$ cat config.mk
export PLATFORM = sky130hd
export DESIGN_NAME = multi_servo_slew_limiter
export DESIGN_NICKNAME = d
export VERILOG_FILES = /design/src/rtl/msl_pkg.sv /design/src/rtl/multi_servo_slew_limiter.sv /design/src/rtl/msl_ram.sv /design/src/rtl/msl_update.sv
export SDC_FILE = /design/constraint.sdc
export NUM_CORES = 1
export LEC_CHECK = 0
export BUFFER_PORTS_ARGS = -buffer_cell sky130_fd_sc_hd__buf_2
export CORE_MARGIN = 3
export CORE_UTILIZATION = 39
export CTS_BUF_LIST = sky130_fd_sc_hd__clkbuf_16
export CTS_CLUSTER_DIAMETER = 40
export CTS_CLUSTER_SIZE = 28
export DETAILED_ROUTE_END_ITERATION = 16
export GPL_TIMING_DRIVEN = 0
export HOLD_SLACK_MARGIN = 0.15
export PLACE_DENSITY = 0.56
export SLEW_MARGIN = 40
export SYNTH_ARGS = -nofsm -noshare
export SYNTH_HDL_FRONTEND = slang
export SYNTH_SLANG_ARGS = --single-unit
$ cat constraint.sdc
create_clock -name clk -period 10.65 [get_ports clk]
set_input_delay 1.065 -clock clk [delete_from_list [all_inputs] [get_ports clk]]
set_output_delay 1.065 -clock clk [all_outputs]
set_load 0.02 [all_outputs]
$ cat src/rtl/msl_pkg.sv
// Shared constants, codes and types of the servo slew limiter.
package msl_pkg;

  // Configuration defaults and fixed widths
  localparam int CHANNELS_DEFAULT = 6;
  localparam int HOME_DEFAULT     = 90;
  localparam int ANGLE_SLOTS      = 6;
  localparam int IDX_W            = 3;
  localparam int LIMIT_W          = 48;
  localparam int INTERVAL_W       = 10;

  localparam logic [INTERVAL_W-1:0] ELAPSED_MAX    = 10'd1023;
  localparam logic [INTERVAL_W-1:0] INTERVAL_RESET = 10'd20;
  localparam logic [LIMIT_W-1:0]    UPPER_RESET    = 48'hB4B4_B4B4_B4B4;

  // Item kinds
  localparam logic [1:0] KIND_TICK  = 2'd0;
  localparam logic [1:0] KIND_SET   = 2'd1;
  localparam logic [1:0] KIND_HOME  = 2'd2;
  localparam logic [1:0] KIND_ESTOP = 2'd3;

  // Register indexes
  localparam logic [1:0] REG_LOWER    = 2'd0;
  localparam logic [1:0] REG_UPPER    = 2'd1;
  localparam logic [1:0] REG_INTERVAL = 2'd2;

  // Per-item command applied to every channel during the sweep
  typedef struct packed {
    logic               step;     // tick reached the step interval
    logic               set_en;   // set target on channel ch
    logic               home_en;  // all targets go home
    logic [IDX_W-1:0]   ch;
    logic signed [15:0] angle;
  } msl_cmd_t;

endpackage

$ cat src/rtl/multi_servo_slew_limiter.sv
// Six-channel servo slew limiter: each item (tick, set target, home, stop)
// gives one result with every channel's current angle. For each item the
// channel memory is swept one channel per cycle with read-modify-write
// behind its registered read, and the result is then handed to the output
// register. The next item is taken during that handoff when the output
// register is free. Channel state resets to the home angle through
// per-channel valid bits, so the block is ready right after reset with no
// clearing pass.
module multi_servo_slew_limiter import msl_pkg::*; #(
  parameter int CHANNELS      = CHANNELS_DEFAULT,
  parameter int HOME_POSITION = HOME_DEFAULT
) (
  input  logic                  clk,
  input  logic                  rst,
  // configuration
  input  logic                  cfg_write,
  input  logic [1:0]            cfg_index,
  input  logic [LIMIT_W-1:0]    cfg_data,
  // input items
  input  logic                  in_valid,
  output logic                  in_stall,
  input  logic [1:0]            kind,
  input  logic [2:0]            channel,
  input  logic signed [15:0]    angle,
  // results
  output logic                  out_valid,
  input  logic                  out_stall,
  output logic                  accepted,
  output logic                  moving,
  output logic                  stopped,
  output logic [7:0]            angle_zero,
  output logic [7:0]            angle_one,
  output logic [7:0]            angle_two,
  output logic [7:0]            angle_three,
  output logic [7:0]            angle_four,
  output logic [7:0]            angle_five
);

  localparam int AW = (CHANNELS > 1) ? $clog2(CHANNELS) : 1;
  localparam int SW = $clog2(CHANNELS + 1);
  localparam logic [SW-1:0] LAST_STEP = SW'(CHANNELS);
  localparam logic [7:0]    HOME_BYTE = 8'(HOME_POSITION);

  localparam logic [1:0] ST_IDLE = 2'd0;
  localparam logic [1:0] ST_RUN  = 2'd1;
  localparam logic [1:0] ST_DONE = 2'd2;

  // Configuration registers
  logic [LIMIT_W-1:0]    lower;
  logic [LIMIT_W-1:0]    upper;
  logic [INTERVAL_W-1:0] interval;

  // Control and scalar state
  logic [1:0]            state;
  logic [SW-1:0]         step;
  msl_cmd_t              cmd;
  logic                  acc_q;
  logic                  moving_acc;
  logic                  moved_acc;
  logic [INTERVAL_W-1:0] elapsed;
  logic                  stop_latch;
  logic [CHANNELS-1:0]   valid;
  logic [7:0]            work_ang [CHANNELS];
  logic [7:0]            out_ang  [ANGLE_SLOTS];

  // Memory and datapath signals
  logic [AW-1:0]         proc_idx;
  logic                  proc_act;
  logic [15:0]           rdata;
  logic [15:0]           entry;
  logic [7:0]            lo_b;
  logic [7:0]            hi_b;
  logic [7:0]            cur_next;
  logic [7:0]            tgt_next;
  logic                  moved;
  logic                  out_free;
  logic                  in_xfer;
  logic                  last_proc;
  logic [INTERVAL_W-1:0] elapsed_inc;

  // Handshake
  assign out_free = !out_valid || !out_stall;
  assign in_stall = !((state == ST_IDLE) || ((state == ST_DONE) && out_free));
  assign in_xfer  = in_valid && !in_stall;

  // Configuration writes
  always_ff @(posedge clk) begin
    if (rst) begin
      lower    <= '0;
      upper    <= UPPER_RESET;
      interval <= INTERVAL_RESET;
    end else if (cfg_write) begin
      case (cfg_index)
        REG_LOWER:    lower    <= cfg_data;
        REG_UPPER:    upper    <= cfg_data;
        REG_INTERVAL: interval <= cfg_data[INTERVAL_W-1:0];
        default: ;
      endcase
    end
  end

  // Sweep position: read at step, process entry step-1
  assign proc_idx  = AW'(step - SW'(1));
  assign proc_act  = (state == ST_RUN) && (step != '0);
  assign last_proc = (state == ST_RUN) && (step == LAST_STEP);
  assign entry     = valid[proc_idx] ? rdata : {HOME_BYTE, HOME_BYTE};
  assign lo_b      = lower[8*proc_idx +: 8];
  assign hi_b      = upper[8*proc_idx +: 8];

  assign elapsed_inc = (elapsed == ELAPSED_MAX) ? elapsed : elapsed + 10'd1;

  msl_ram #(
    .WIDTH (16),
    .DEPTH (CHANNELS)
  ) u_ram (
    .clk   (clk),
    .we    (proc_act),
    .waddr (proc_idx),
    .wdata ({tgt_next, cur_next}),
    .raddr (step[AW-1:0]),
    .rdata (rdata)
  );

  msl_update #(
    .HOME_POSITION (HOME_POSITION)
  ) u_update (
    .cmd      (cmd),
    .idx      (IDX_W'(proc_idx)),
    .cur      (entry[7:0]),
    .tgt      (entry[15:8]),
    .lo       (lo_b),
    .hi       (hi_b),
    .cur_next (cur_next),
    .tgt_next (tgt_next),
    .moved    (moved)
  );

  // Sequencer
  always_ff @(posedge clk) begin
    if (rst) begin
      state <= ST_IDLE;
      step  <= '0;
    end else begin
      case (state)
        ST_IDLE: begin
          if (in_xfer) begin
            state <= ST_RUN;
            step  <= '0;
          end
        end
        ST_RUN: begin
          step <= step + SW'(1);
          if (step == LAST_STEP) begin
            state <= ST_DONE;
          end
        end
        ST_DONE: begin
          if (in_xfer) begin
            state <= ST_RUN;
            step  <= '0;
          end else if (out_free) begin
            state <= ST_IDLE;
          end
        end
        default: state <= ST_IDLE;
      endcase
    end
  end

  // Item decode, elapsed counter and stop latch
  always_ff @(posedge clk) begin
    if (rst) begin
      elapsed    <= '0;
      stop_latch <= 1'b0;
      acc_q      <= 1'b0;
      cmd        <= '0;
    end else if (in_xfer) begin
      cmd.ch    <= channel;
      cmd.angle <= angle;
      case (kind)
        KIND_TICK: begin
          acc_q       <= !stop_latch;
          cmd.step    <= !stop_latch && (elapsed_inc >= interval);
          cmd.set_en  <= 1'b0;
          cmd.home_en <= 1'b0;
          if (!stop_latch) begin
            elapsed <= elapsed_inc;
          end
        end
        KIND_SET: begin
          acc_q       <= !stop_latch && (channel < 3'(CHANNELS));
          cmd.step    <= 1'b0;
          cmd.set_en  <= !stop_latch && (channel < 3'(CHANNELS));
          cmd.home_en <= 1'b0;
        end
        KIND_HOME: begin
          acc_q       <= !stop_latch;
          cmd.step    <= 1'b0;
          cmd.set_en  <= 1'b0;
          cmd.home_en <= !stop_latch;
        end
        default: begin
          acc_q       <= 1'b1;
          stop_latch  <= 1'b1;
          cmd.step    <= 1'b0;
          cmd.set_en  <= 1'b0;
          cmd.home_en <= 1'b0;
        end
      endcase
    end else if (last_proc && cmd.step && (moved_acc || moved)) begin
      elapsed <= '0;
    end
  end

  // Per-channel valid bits: unwritten entries read as home
  always_ff @(posedge clk) begin
    if (rst) begin
      valid <= '0;
    end else if (proc_act) begin
      valid[proc_idx] <= 1'b1;
    end
  end

  // Result gathering over the sweep
  always_ff @(posedge clk) begin
    if (in_xfer) begin
      moving_acc <= 1'b0;
      moved_acc  <= 1'b0;
    end else if (proc_act) begin
      moving_acc         <= moving_acc || (cur_next != tgt_next);
      moved_acc          <= moved_acc || moved;
      work_ang[proc_idx] <= cur_next;
    end
  end

  // Output register
  always_ff @(posedge clk) begin
    if (rst) begin
      out_valid <= 1'b0;
    end else if ((state == ST_DONE) && out_free) begin
      out_valid <= 1'b1;
    end else if (!out_stall) begin
      out_valid <= 1'b0;
    end
  end

  always_ff @(posedge clk) begin
    if ((state == ST_DONE) && out_free) begin
      accepted <= acc_q;
      moving   <= moving_acc;
      stopped  <= stop_latch;
    end
  end

  for (genvar i = 0; i < ANGLE_SLOTS; i++) begin : g_out
    if (i < CHANNELS) begin : g_used
      always_ff @(posedge clk) begin
        if ((state == ST_DONE) && out_free) begin
          out_ang[i] <= work_ang[i];
        end
      end
    end else begin : g_unused
      assign out_ang[i] = 8'd0;
    end
  end

  assign angle_zero  = out_ang[0];
  assign angle_one   = out_ang[1];
  assign angle_two   = out_ang[2];
  assign angle_three = out_ang[3];
  assign angle_four  = out_ang[4];
  assign angle_five  = out_ang[5];

endmodule

$ cat src/rtl/msl_ram.sv
// Generic single-write, single-read synchronous RAM with registered read.
module msl_ram #(
  parameter int WIDTH = 16,
  parameter int DEPTH = 6
) (
  input  logic                                  clk,
  input  logic                                  we,
  input  logic [((DEPTH > 1) ? $clog2(DEPTH) : 1)-1:0] waddr,
  input  logic [WIDTH-1:0]                      wdata,
  input  logic [((DEPTH > 1) ? $clog2(DEPTH) : 1)-1:0] raddr,
  output logic [WIDTH-1:0]                      rdata
);

  logic [WIDTH-1:0] mem [DEPTH];

  // Write port and registered read port
  always_ff @(posedge clk) begin
    if (we) begin
      mem[waddr] <= wdata;
    end
    rdata <= mem[raddr];
  end

endmodule

$ cat src/rtl/msl_update.sv
// Per-channel datapath: target clamping and one-degree slew step.
module msl_update import msl_pkg::*; #(
  parameter int HOME_POSITION = HOME_DEFAULT
) (
  input  msl_cmd_t         cmd,
  input  logic [IDX_W-1:0] idx,
  input  logic [7:0]       cur,
  input  logic [7:0]       tgt,
  input  logic [7:0]       lo,
  input  logic [7:0]       hi,
  output logic [7:0]       cur_next,
  output logic [7:0]       tgt_next,
  output logic             moved
);

  localparam logic signed [15:0] HOME_REQ = 16'(HOME_POSITION);

  // Below lo gives lo, otherwise above hi gives hi (lo is checked first when the limits cross)
  function automatic logic [7:0] clamp(input logic signed [15:0] a,
                                       input logic [7:0] lo_v,
                                       input logic [7:0] hi_v);
    logic signed [16:0] a_x;
    logic [7:0]         res;
    a_x = 17'(a);
    if (a_x < $signed({9'd0, lo_v})) begin
      res = lo_v;
    end else if (a_x > $signed({9'd0, hi_v})) begin
      res = hi_v;
    end else begin
      res = a[7:0];
    end
    return res;
  endfunction

  // Target update
  always_comb begin
    tgt_next = tgt;
    if (cmd.home_en) begin
      tgt_next = clamp(HOME_REQ, lo, hi);
    end
    if (cmd.set_en && (idx == cmd.ch)) begin
      tgt_next = clamp(cmd.angle, lo, hi);
    end
  end

  // Slew one degree toward target on a step tick
  always_comb begin
    moved    = cmd.step && (cur != tgt);
    cur_next = cur;
    if (moved) begin
      cur_next = (cur < tgt) ? cur + 8'd1 : cur - 8'd1;
    end
  end

endmodule

# Yosys cells after proc, flatten, opt, wreduce, memory -nomap -nowiden
# Memory sizes are Yosys's and may differ from the RTL's. A register that Yosys moved wholly into a read port is not among the register bits.
# Index checks and enable logic that the tools add are counted.
[op_classes]
addsub = 5
n_shift = 2
n_eq_ne = 18
bitwise = 2
magnitude_cmp = 9
n_mux = 35
n_reduce_logical = 35
[op_table]
columns = ["operator", "n"]
rows = [
  ["indexed part select 48 x 7 -> 8 bit", 2],
  ["2-to-1 mux 8 bit", 8],
  ["2-to-1 mux 10 bit", 5],
  ["> comparator 16 x 9 -> 1 bit", 1],
  ["< comparator 16 x 9 -> 1 bit", 1],
  ["2-to-1 mux 16 bit", 1],
  ["inequality test 8 bit", 2],
  ["logical AND 1 bit", 11],
  ["adder 10 x 1 -> 10 bit, second input constant", 1],
  ["== test 10 bit, second input constant", 1],
  ["greater-or-equal comparator 10 bit", 1],
  ["2-to-1 mux 1 bit", 10],
  ["AND reduction 2 bit", 5],
  ["one-hot mux 3 bit (3 select lines)", 1],
  ["adder 8 x 1 -> 8 bit, second input constant", 1],
  ["> comparator 7 x 8 -> 1 bit, first input constant", 1],
  ["< comparator 7 x 8 -> 1 bit, first input constant", 1],
  ["< comparator 8 bit", 1],
  ["2-to-1 mux 2 bit", 4],
  ["inequality test 2 x 1 -> 1 bit, second input constant", 4],
  ["subtractor 8 x 1 -> 8 bit, second input constant", 1],
  ["== test 2 x 1 -> 1 bit, second input constant", 3],
  ["== test 2 bit, second input constant", 3],
  ["logical NOT 2 bit", 3],
  ["24 further kinds", 34],
]
[totals]
word_cells = 129
ff_bits = 157
in_bits = 76
ram_bits = 192
mem_count = 3
output_inout_bits = 53
[mem_list]
columns = ["name", "depth", "width", "rd", "rd_ports_with_merged_regs", "write_ports", "line_no", "source"]
rows = [
  ["u_ram.mem", 6, 16, 1, 1, 1, "msl_ram.sv:14", "logic [WIDTH-1:0] mem [DEPTH];"],
  ["out_ang", 6, 8, 6, 0, 6, "multi_servo_slew_limiter.sv:64", "logic [7:0] out_ang [ANGLE_SLOTS];"],
  ["work_ang", 6, 8, 6, 0, 1, "multi_servo_slew_limiter.sv:63", "logic [7:0] work_ang [CHANNELS];"],
]

# Depth between registers and ports, before layout
[logic_depth]
ltp_word = 10
mapped_depth = 31
ltp_nobuf = 25

# Hierarchy
# From an unflattened synthesis, not the netlist that was laid out.
[hier_totals]
cells_unflattened = 1370
area_unflattened_um2 = 15255.9
[by_module_without_submodules]
columns = ["mod", "area_each_um2", "seq_area_each_um2", "cells_per_inst", "n_inst"]
rows = [
  ["multi_servo_slew_limiter", 9749.4, 6055.8, 961, 1],
  ["msl_ram", 4087.7, 3203.1, 215, 1],
  ["msl_update", 1418.9, 0.0, 194, 1],
]

# Least setup slack after synthesis
# No wires, ideal clock.
[synth_path]
kind = "flip-flop to flip-flop"
startpoint = "register step[0]"
endpoint = "memory u_ram.mem[0][7] (data pin)"
stages_incl_launch_ff = 29
arrival_time_ns = 6.130
setup_ns = 0.275
path_slack_ns = 4.246
n_path_buf = 6
t_required_ns = 10.375
path_cell_list = "dfxtp_1 buf_2 buf_4 buf_4 inv_1 buf_1 ha_1 xor2_4 nand3_1 nand3_1 buf_2 nand2_1 inv_1 ha_1 and4_1 clkbuf_1 a21bo_2 o21ai_1 a311oi_1 inv_1 ha_1 o21ai_0 a2111oi_4 a221oi_2 o21ai_1 a21oi_2 xnor2_1 nor2_1 xnor2_1"
[synth_between]
elab_chain_len = 7
[synth_lines]
columns = ["item", "line_no", "source"]
rows = [
  ["start: declaration", "multi_servo_slew_limiter.sv:55", "logic [SW-1:0] step;"],
  ["start signal: assignment", "multi_servo_slew_limiter.sv:152", "step <= step + SW'(1);"],
  ["subtractor 3 x 1 -> 3 bit *", "multi_servo_slew_limiter.sv:103", "assign proc_idx = AW'(step - SW'(1));"],
  ["binary-select mux 1 bit (select 3 bit) *", "multi_servo_slew_limiter.sv:106", "assign entry = valid[proc_idx] ? rdata : {HOME_BYTE, HOME_BYTE};"],
  ["2-to-1 mux 1 bit (implied by the code) *", "multi_servo_slew_limiter.sv:106", ""],
  ["2-to-1 mux 16 bit *", "multi_servo_slew_limiter.sv:106", ""],
  ["subtractor 8 x 1 -> 8 bit (tied with other cells)", "msl_update.sv:51", "cur_next = (cur < tgt) ? cur + 8'd1 : cur - 8'd1;"],
  ["2-to-1 mux 8 bit / logical AND 1 bit (equally long branches)", "msl_update.sv:51, msl_update.sv:48", ""],
  ["2-to-1 mux 8 bit *", "msl_update.sv:50", "if (moved) begin"],
  ["named net cur_next[7]", "multi_servo_slew_limiter.sv:73", "logic [7:0] cur_next;"],
  ["end: declaration", "msl_ram.sv:14", ""],
]
# Mark *: on every way through the listed nets, which the timed path passes. The rest lies on a longest branch. The select of a mux whose other input is x is not followed.

# Worst setup path after layout
# Same ends and word-level chain as after synthesis.

==> results.py <==
metrics = {
    "synthesis": {
        "yosysMostFrequentCell": "nand2_1",
        "synthAdderAreaFrac_pct": 3.484,
        "synth_top_family_by_area": "simple AND/OR/NAND/NOR gates",
        "synth_seq_cells": 365,
        "synthTopCellsByArea": "edfxtp_1 (37%), dfxtp_1 (21%), nand2_1 (7.1%)",
        "syn-num-nets": 1600,
        "synth-warning-count": 0,
        "ys_seq_area_share_pct": 57.81,
        "syn_inst": 1480,
        "synth_edf_count": 195,
        "yosysUniqueCellTypes": 75,
        "ys.flop_type": "edfxtp_1",
        "synth.largest_area_cell": "edfxtp_1",
        "synth_area_per_cell_um2": 10.82,
        "syn_area_mm2": 0.01602,
        "synth_commonest_cells": "nand2_1 (305), edfxtp_1 (195), dfxtp_1 (170)",
        "synth-async-reset-ratio_pct": 0,
        "netlist.area_leader.share_pct": 36.56,
        "synth_xor_area_share_pct": 1.727,
        "synth-compound-area-share_pct": 10.89,
        "muxShareOfSynthArea_pct": 7.555,
        "yosys.area_share.simple_pct": 15.53,
    },
    "floorplan": {
        "dieArea_mm2": 0.04353,
        "chipWidth_um": 208.6,
        "num_io_pins": 129,
        "core-area_mm2": 0.04019,
        "row_count": 73,
        "start_util_pct": 39.85,
        "die_h_um": 208.6,
    },
    "worst_setup_path": {
        "arrival_ns": 8.50,
        "r2r_cells": 29,
        "cp.required_ns": 10.95,
        "crit_type": "flip-flop to flip-flop",
        "critPathMaxFanout": 12,
        "regToRegStartpoint": "step[0]",
        "crit_slowest_cell": "xnor2_2",
        "start_kind": "flip-flop",
        "r2r_slack_ns": 2.45,
        "rr_endpoint": "u_ram.mem[0][7]",
        "crit_path_end_kind": "flip-flop",
        "slowest_delay_ns": 0.53,
    },
    "global_route": {
        "grt_remaining_overflow": 0,
        "antenna_found_initial": 0,
        "grt_pass1_vias": 11830,
        "grtUsageTotal_pct": 20.75,
        "grt_pass1_wl_um": 69990,
        "grt_max_degree": 19,
    },
    "clock_tree": {
        "hold_buffers": 0,
        "cts.clk_slew.worst_paths_ns": 0.07,
        "cts_max_path_buffers": 3,
        "numClockSinks": 365,
        "postCtsSetupRepairBufs": 0,
        "htree_levels": 2,
        "cts_tree": "yes",
        "clockRootBuffer": "clkbuf_16",
        "cts_resized": 0,
        "clock_latency_ns": 0.61,
        "cts_buffers": 50,
    },
    "worst_hold_path": {
        "min_to": "out_ang[0][5]",
        "min_from": "work_ang[0][5]",
        "hp-class": "flip-flop to flip-flop",
        "min_path_cells": 0,
    },
    "timing": {
        "setup_viol_count_final": 0,
        "hold_violations": 0,
        "fin_skew_ns": 0.04838,
        "rsz0062_at_grt": "false",
        "drv_slew": 0,
        "fin_setup_tns_ns": 0,
        "slew-limit-headroom_pct": 43.53,
        "min_period_ns": 8.202,
        "period_share_pct": 77.02,
        "holdWs_ns": 0.4152,
        "setup_ws_ns": 2.448,
        "worst_pin_slew_ns": 0.8471,
        "timing.fmax_ghz": 0.1219,
    },
    "place": {
        "place_area_mm2": 0.01757,
        "globalplace.congestion": 0.9268,
        "place_ws_ns": 1.949,
        "dp_hpwl_um": 33490,
        "placement.io_buffers": 127,
    },
    "finish": {
        "fin_nets": 1791,
        "final_core_util_pct": 48.15,
        "final_cell_area_mm2": 0.01935,
        "fillCellCount": 3744,
        "drive_above_1_share_pct": 19.45,
        "n_antenna_cell": 0,
        "synthToLayoutAreaGrowth_pct": 20.84,
    },
    "power_and_ir_drop": {
        "p_leak_uw": 0.007154,
        "peakVddDrop_mv": 0.1046,
        "p_per_area_mw_per_mm2": 180.4,
    },
    "drt": {
        "drtIter0Drc": 967,
        "routedWlPerCell_um": 20.39,
        "drt-total-wl_um": 45610,
        "routed_via_density": 5.273,
        "first_pass_iters": 7,
        "drt.antenna.violating_nets": 0,
        "dr_total_vias": 11800,
        "route.detailed.drc": 0,
    },
    "flow_run": {
        "cap_violations": 0,
    },
    "outcome": {
        "status": "finished, final reports clean",
    },
}
per-layer routing:
layer	GRT usage [%]	vias up	part of all wire [%]
li1	-	5695	-
met2	34.48	332	48
met1	27.38	5683	44
met4	8.314	0	3.7
met3	3.243	85	4.8
met5	0	-	0
registers in the layout, indices dropped and copies added, names as in the netlist:
name / flops
moving_acc: 1
u_ram.mem: 96
state: 2
accepted: 1
out_valid: 1
lower: 48
moved_acc: 1
work_ang: 48
valid: 6
moving: 1
step: 3
stopped: 1
interval: 10
upper: 48
stop_latch: 1
cmd: 22
elapsed: 10
out_ang: 48
u_ram.rdata: 16
acc_q: 1
worst max-delay path: cells and delay by family (launching register included):
| family | cells | cell delay, ns |
|---|---|---|
| flip-flops | 1 | 0.32 |
| XOR/XNOR | 2 | 0.68 |
| AO/OA/AOI/OAI | 8 | 1.99 |
| buffers and inverters | 11 | 2.87 |
| AND/OR/NAND/NOR | 5 | 0.91 |
| adder cells (fa/ha/maj) | 3 | 1.11 |
report_power, final:
group | switching [µW] | internal (µW)
registers | 18.4 | 1500
clock network | 707 | 1000
logic | 171 | 97.0
total | 897 | 2590
placed cells by master (no fill, tap or decap), types with 5 or more instances in the layout:
cell type,instances
mux2i_1,53
xnor2_1,13
xor2_1,10
ha_1,43
a31oi_1,11
a21oi_2,6
buf_4,10
and3_1,16
a21oi_1,145
nand3b_1,29
buf_2,146
edfxtp_1,195
nor2_1,87
o21ai_0,38
mux4_2,22
nor3_2,5
clkinv_8,5
dfxtp_1,170
clkinv_1,5
inv_6,8
clkinv_4,7
nor2b_1,7
clkbuf_16,50
clkbuf_1,52
nand2_1,305
nor3_1,27
o211ai_1,8
inv_1,32
and2_1,10
a211o_1,5
buf_1,7
nand3_1,24
a211oi_1,5
nand2b_1,13
mux2_2,15
a21o_1,14
nand4_1,8
cell families after synthesis:
kind of cell / Yosys count
buffers and inverters: 116
AND/OR/NAND/NOR: 558
XOR/XNOR: 27
flip-flops: 365
AO/OA/AOI/OAI: 279
multiplexers: 91
adder cells (fa/ha/maj): 44
worst max path at each step:
stage / start / to / slack (ns) / cells after the start
3_3_place_gp: step[1] / moving_acc / 1.77 / 28
4_1_cts: step[1] / u_ram.mem[2][7] / 1.89 / 27
6_report: step[0] / u_ram.mem[0][7] / 2.45 / 29
2_1_floorplan: step[0] / u_ram.mem[0][7] / 4.25 / 28
3_5_place_dp: step[1] / work_ang[0][7] / 1.95 / 27
5_1_grt: step[0] / moving_acc / 1.82 / 30
metrics by stage:
| stage | power (µW) | instances |
|---|---|---|
| after CTS | 3521 | 2237 |
| final | 3490 | 2237 |
| after global routing | 3606 | 2237 |
| after global placement | 1806 | 2132 |
| after floorplan | 1711 | 1480 |
| after detailed placement | 1811 | 2144 |
layout make-up:
class	count	area (µm²)	area share, %
flip-flops and latches	365	9259	47.84
plain buffers	83	360.3	1.862
well taps	525	656.9	3.394
clock inverters	43	523.0	2.703
multi-input cells	999	6382	32.98
clock buffers	50	1251	6.465
inverters	33	123.9	0.6401
repair buffers	139	795.8	4.112
No activity file was read; power rests on OpenSTA's default activity.
